--- src/lsf_pkg.sv ---
// Shared types and constants for the line-fit block.
`timescale 1ns / 1ps
package lsf_pkg;

  // Job field widths sized for the largest supported capacity (4096 points).
  localparam int CNTMAXW = 13;
  localparam int SUMMAXW = 37;
  localparam int SQMAXW  = 61;

  // Width of the wide arithmetic datapath in the back end.
  localparam int BIGW = 192;

  localparam int QDEPTH = 2;
  localparam int QPTRW  = 1;

  localparam logic [2:0] ST_OK     = 3'd0;
  localparam logic [2:0] ST_FEW    = 3'd1;
  localparam logic [2:0] ST_CONSTX = 3'd2;
  localparam logic [2:0] ST_CONSTY = 3'd3;
  localparam logic [2:0] ST_OVF    = 3'd4;

  typedef enum logic [1:0] {
    OP_MUL  = 2'd0,
    OP_DIV  = 2'd1,
    OP_SQRT = 2'd2
  } op_e_t;

  typedef struct packed {
    logic  start;
    op_e_t op;
  } alu_req_t;

  typedef struct packed {
    logic [CNTMAXW-1:0]        n;
    logic signed [SUMMAXW-1:0] sx;
    logic signed [SUMMAXW-1:0] sy;
    logic signed [SQMAXW-1:0]  sxx;
    logic signed [SQMAXW-1:0]  syy;
    logic signed [SQMAXW-1:0]  sxy;
    logic                      ovf;
  } job_t;

endpackage

--- src/lsf_queue.sv ---
// Two-entry job queue between the accumulator and the solver.
`timescale 1ns / 1ps
module lsf_queue (
  input  logic          clk,
  input  logic          rst_n,
  input  logic          push,
  input  lsf_pkg::job_t push_job,
  output logic          full,
  input  logic          pop,
  output lsf_pkg::job_t pop_job,
  output logic          empty
);
  import lsf_pkg::*;

  job_t             mem_r [QDEPTH];
  logic [QPTRW-1:0] wr_r, rd_r;
  logic [QPTRW:0]   cnt_r;
  logic             do_push, do_pop;

  assign full    = cnt_r == (QPTRW+1)'(QDEPTH);
  assign empty   = cnt_r == '0;
  assign do_push = push && !full;
  assign do_pop  = pop && !empty;
  assign pop_job = mem_r[rd_r];

  always_ff @(posedge clk) begin
    if (do_push) mem_r[wr_r] <= push_job;
    if (!rst_n) begin
      wr_r  <= '0;
      rd_r  <= '0;
      cnt_r <= '0;
    end else begin
      if (do_push) wr_r <= wr_r + 1'b1;
      if (do_pop)  rd_r <= rd_r + 1'b1;
      if (do_push && !do_pop) cnt_r <= cnt_r + 1'b1;
      else if (do_pop && !do_push) cnt_r <= cnt_r - 1'b1;
    end
  end

endmodule

--- config.mk ---
export PLATFORM = sky130hd
export DESIGN_NAME = lsf_queue
export DESIGN_NICKNAME = d
export VERILOG_FILES = /design/src/lsf_pkg.sv /design/src/lsf_queue.sv
export SDC_FILE = /design/constraint.sdc
export NUM_CORES = 1
export LEC_CHECK = 0
export BUFFER_PORTS_ARGS = -buffer_cell sky130_fd_sc_hd__buf_2
export CAP_MARGIN = 5
export CORE_MARGIN = 2
export CORE_UTILIZATION = 47
export DETAILED_ROUTE_END_ITERATION = 8
export PLACE_DENSITY_LB_ADDON = 0.25
export SLEW_MARGIN = 20
export SYNTH_ARGS = -nofsm -noshare
export SYNTH_HDL_FRONTEND = slang
export SYNTH_SLANG_ARGS = --single-unit
--- constraint.sdc ---
create_clock -name clk -period 11.8 [get_ports clk]
set_input_delay 0 -clock clk [delete_from_list [all_inputs] [get_ports clk]]
set_output_delay 0 -clock clk [all_outputs]
set_load 0.02 [all_outputs]
# Yosys cells after proc, flatten, opt, wreduce, memory -nomap -nowiden
# Memory sizes are Yosys's and may differ from the RTL's. A register that Yosys moved wholly into a read port is not among the register bits.
# Cells that the tools add are included.
# op_classes
add_sub_neg	4
eq_ne	1
muxes	6
n_reduce_logical	10
# ops
operator	n
$logic_and 1x1->1	4
$logic_not 1->1	4
$mux 1	4
$mux 2	2
$add 1x1->1 const B	2
$add 2x1->2 const B	1
$eq 2x2->1 const B	1
$logic_not 2->1	1
$reduce_bool 2->1	1
$sub 2x1->2 const B	1
# totals
register_bits	4
ramBits	542
output_inout_bits	273
mem_count	1
# mem_list
name	words	word_bits	rd	rd_ports_with_merged_regs	wr	line	source
mem_r	2	271	1	1	1	lsf_queue.sv:15	job_t mem_r [QDEPTH];

# Logic depth before layout (Yosys ltp)
# depth
depth_word	7
ltp_mapped	7
depth_no_buf	7

# Worst setup path before layout
# No wires, ideal clock.
# synth_timing
kind	reg2reg
start	reg cnt_r[0]
end	reg wr_r
arrival_ns	11.793
required_ns	11.694
slack_ns	-0.099
path_stages_with_launch	5
synth_period_minus_slack_ns	11.899
path_cell_list	dfxtp_1 -> nand2b_1 -> inv_1 -> nor3_2 -> o21a_1
# synth_via
elab_chain_len	3
# synth_rtl
item	line	source
start, declared	lsf_queue.sv:17	logic [QPTRW:0] cnt_r;
start signal, assigned	lsf_queue.sv:35	if (do_push && !do_pop) cnt_r <= cnt_r + 1'b1;
start signal, assigned	lsf_queue.sv:36	else if (do_pop && !do_push) cnt_r <= cnt_r - 1'b1;
$eq 2x2->1	lsf_queue.sv:20	assign full = cnt_r == (QPTRW+1)'(QDEPTH);
via full	lsf_queue.sv:8	output logic full,
$logic_not 1->1	lsf_queue.sv:22	assign do_push = push && !full;
$logic_and 1x1->1	lsf_queue.sv:22	
end signal, assigned	lsf_queue.sv:33	if (do_push) wr_r <= wr_r + 1'b1;
end, declared	lsf_queue.sv:16	logic [QPTRW-1:0] wr_r, rd_r;
# The timed path passes the listed nets, and every way through them passes these cells.
# A chain may end at the register's enable or synchronous reset.

# Worst setup path after layout
# layout_timing
start	reg cnt_r[0]
end	mem mem_r[1][188] in the netlist's numbering (enable)
# layout_via
elab_chain_len	5
# layout_rtl
item	line	source
$eq 2x2->1	lsf_queue.sv:20	
$logic_not 1->1	lsf_queue.sv:22	
$logic_and 1x1->1	lsf_queue.sv:22	
$mux 1	lsf_queue.sv:27	if (do_push) mem_r[wr_r] <= push_job;
$mux 1 (not written as such)	lsf_queue.sv:27	
end, declared	lsf_queue.sv:15	
# No other way between the ends.

==> results.json <==
{
  "status": "completed",
  "yosysMostFrequentCell": "edfxtp_1",
  "startpoint_type": "register",
  "placed_area_um2": 23900,
  "num_rows": 76,
  "synth_adder_area_share_pct": 0.0608,
  "yosysSeqAreaShare_pct": 79.6,
  "arrival_ns": 3.80,
  "end_kind": "register",
  "crit_chain": "nand2b_1 > and3_4 > buf_4 > buf_4",
  "dr.pass1.iters": 5,
  "synth_flop_cell": "edfxtp_1",
  "synth-compound-area-share_pct": 0.158,
  "io_pins": 548,
  "postSynthAreaPerCell_um2": 23.7,
  "initial_core_util_pct": 47.6,
  "worstSetupPathType": "reg -> reg",
  "area_growth_pct": 37.9,
  "cts_root_buf": "clkbuf_16",
  "synth-simple-area-share_pct": 0.268,
  "synth_top_family_by_area": "multiplexers",
  "fmaxAchievable_ghz": 0.279,
  "preCtsSetupSlack_ns": 8.16,
  "fin_skew_ns": 0.0201,
  "hpwl_mm": 31.1,
  "synth_edf_count": 542,
  "clkTransAtPathRegs_ns": 0.06,
  "cts_resized": 0,
  "period_needed_ns": 3.59,
  "cap_violations": 0,
  "grt_max_degree": 130,
  "layout.nets": 2004,
  "hold_viol_final": 0,
  "grt_overflow": 0,
  "htreeDepth": 2,
  "viasPerCell": 4.85,
  "numCtsBuffers": 56,
  "cts_hold_buf": 274,
  "worstMarginPinSlew_ns": 1.11,
  "hold_class": "in -> reg",
  "clockBufferDepth": 3,
  "coreArea_um2": 43200,
  "dr.first_iter.drc_count": 582,
  "tns_ns": 0,
  "ys_top_cells_by_area": "edfxtp_1 79%, mux2_4 14%, mux2_2 4.4%",
  "dieArea_um2": 45400,
  "drc": 0,
  "crit_top_cell": "buf_4",
  "relSlewSlack_pct": 26.1,
  "synthMuxAreaShare_pct": 18.3,
  "cp_slowest_stage_delay_ns": 0.88,
  "grt_pass1_wl_mm": 68.6,
  "postCtsSetupBuffers": 0,
  "yosys_warnings": 0,
  "synth_top_area_share_pct": 79.2,
  "synth_commonest_cells": "542 x edfxtp_1, 190 x mux2_4, 81 x mux2_2",
  "rsz0062_at_grt": "no",
  "ant_nets": 0,
  "fin_area_um2": 28400,
  "wirelength_mm": 48.2,
  "ir_worst_vdd_mv": 0.177,
  "chipWidth_um": 213,
  "fin_ws_ns": 8.21,
  "drive_gt1_share_pct": 51.5,
  "synth_cells": 868,
  "globalplace.congestion": 0.837,
  "setup_viol": 0,
  "clk_latency_ns": 0.61,
  "worstPathMaxFanout": 73,
  "dieHeight_um": 213,
  "synth-seq-cells": 547,
  "grt_pass1_vias": 12200,
  "synth_area_leader_cell": "edfxtp_1",
  "r2r_setup_slack_ns": 8.21,
  "post-route-period-util_pct": 30.4,
  "ys_types": 21,
  "routedWlPerCell_um": 20.4,
  "power_leakage_nw": 11.0,
  "port-buffer-count": 547,
  "tritoncts": "done",
  "async_flop_share_pct": 0,
  "slew_violations": 0,
  "synth_nets": 1144,
  "clock-sinks": 547,
  "power_density_nw_per_um2": 211,
  "vias": 11500,
  "crit_required_ns": 12.01,
  "synth_xor_area_share_pct": 0.128,
  "synthesis.area_um2": 20600,
  "antenna_found_initial": 4,
  "grt.total_usage_pct": 20.2,
  "cp_slowest_cell": "and3_4",
  "final_core_util_pct": 65.7
}
-- registers in the layout (all words and copies together) (netlist names), named ones only --
| name | flops |
|---|---|
| mem_r | 542 |
| cnt_r | 2 |
| rd_r | 1 |
| wr_r | 1 |
-- where the power goes --
part	leakage [nW]	switching [mW]	total [mW]	internal, mW
logic	5.08	1.01	1.78	0.778
registers	5.10	0.0857	2.53	2.45
clock network	0.850	0.717	1.67	0.949
total	11.0	1.81	5.98	4.17
-- worst paths after layout --
kind | from | cells after the start | endpoint
setup reg to reg | cnt_r[0] | 4 | mem_r[1][188]
hold reg to reg | cnt_r[1] | 2 | cnt_r[1]
setup / recovery | cnt_r[0] | 4 | mem_r[1][188]
hold / removal | push_job[49] | 2 | mem_r[1][49]
-- cells in the final DEF, fill, tap and decap left out, types with 2 or more instances in the layout --
cell type / netlist / final
clkinv_2: 0 / 14
xnor2_1: 2 / 2
buf_4: 0 / 9
nor2_1: 2 / 2
dfxtp_1: 5 / 4
clkinv_1: 0 / 12
buf_2: 8 / 547
clkbuf_16: 0 / 57
clkinvlp_4: 0 / 3
dlygate4sd3_1: 0 / 274
mux2_2: 81 / 81
clkbuf_1: 0 / 10
mux2_4: 190 / 190
diode_2: 0 / 6
and2_1: 3 / 3
inv_1: 2 / 2
inv_6: 0 / 2
edfxtp_1: 542 / 542
bufinv_16: 0 / 3
-- cells by family after synthesis --
group / count (synthesis)
buf+inv: 32
xor+xnor: 3
fa+ha+maj: 1
mux: 271
flops: 547
compound gates: 5
simple gates: 9
-- layer usage --
metal | wire length, µm | GRT usage (%)
met1 | 17500 | 22.4
met2 | 24700 | 35.1
met3 | 3400 | 5.47
met4 | 2510 | 11.7
met5 | 0 | 0
-- area by class of cell --
type,instances,area [µm²]
Antenna cell,6,15.0
Clock buffer,67,1460
Inverter,2,7.51
Multi-Input combinational cell,289,3900
Clock inverter,36,265
Sequential cell,547,16400
Timing Repair Buffer,832,5600
Fill cell,2939,14800
Tap cell,585,732
-- worst max-delay path, delay by kind of cell (launching register included) --
family | cells | cell delay (ns)
buffers and inverters | 2 | 1.63
DFF | 1 | 0.42
and+or+nand+nor | 2 | 1.06
-- through the flow --
step / power [mW] / std cells / hold WS (ns)
after floorplan: 3.83 / 868 / 0.0989
after global placement: 4.26 / 1980 / 0.187
after detailed placement: 4.28 / 1981 / 0.191
after CTS: 6.02 / 2358 / 0.0787
after global routing: 6.20 / 2362 / 0.0995
final: 5.98 / 2364 / 0.118
(Power assumes the default switching activity.)
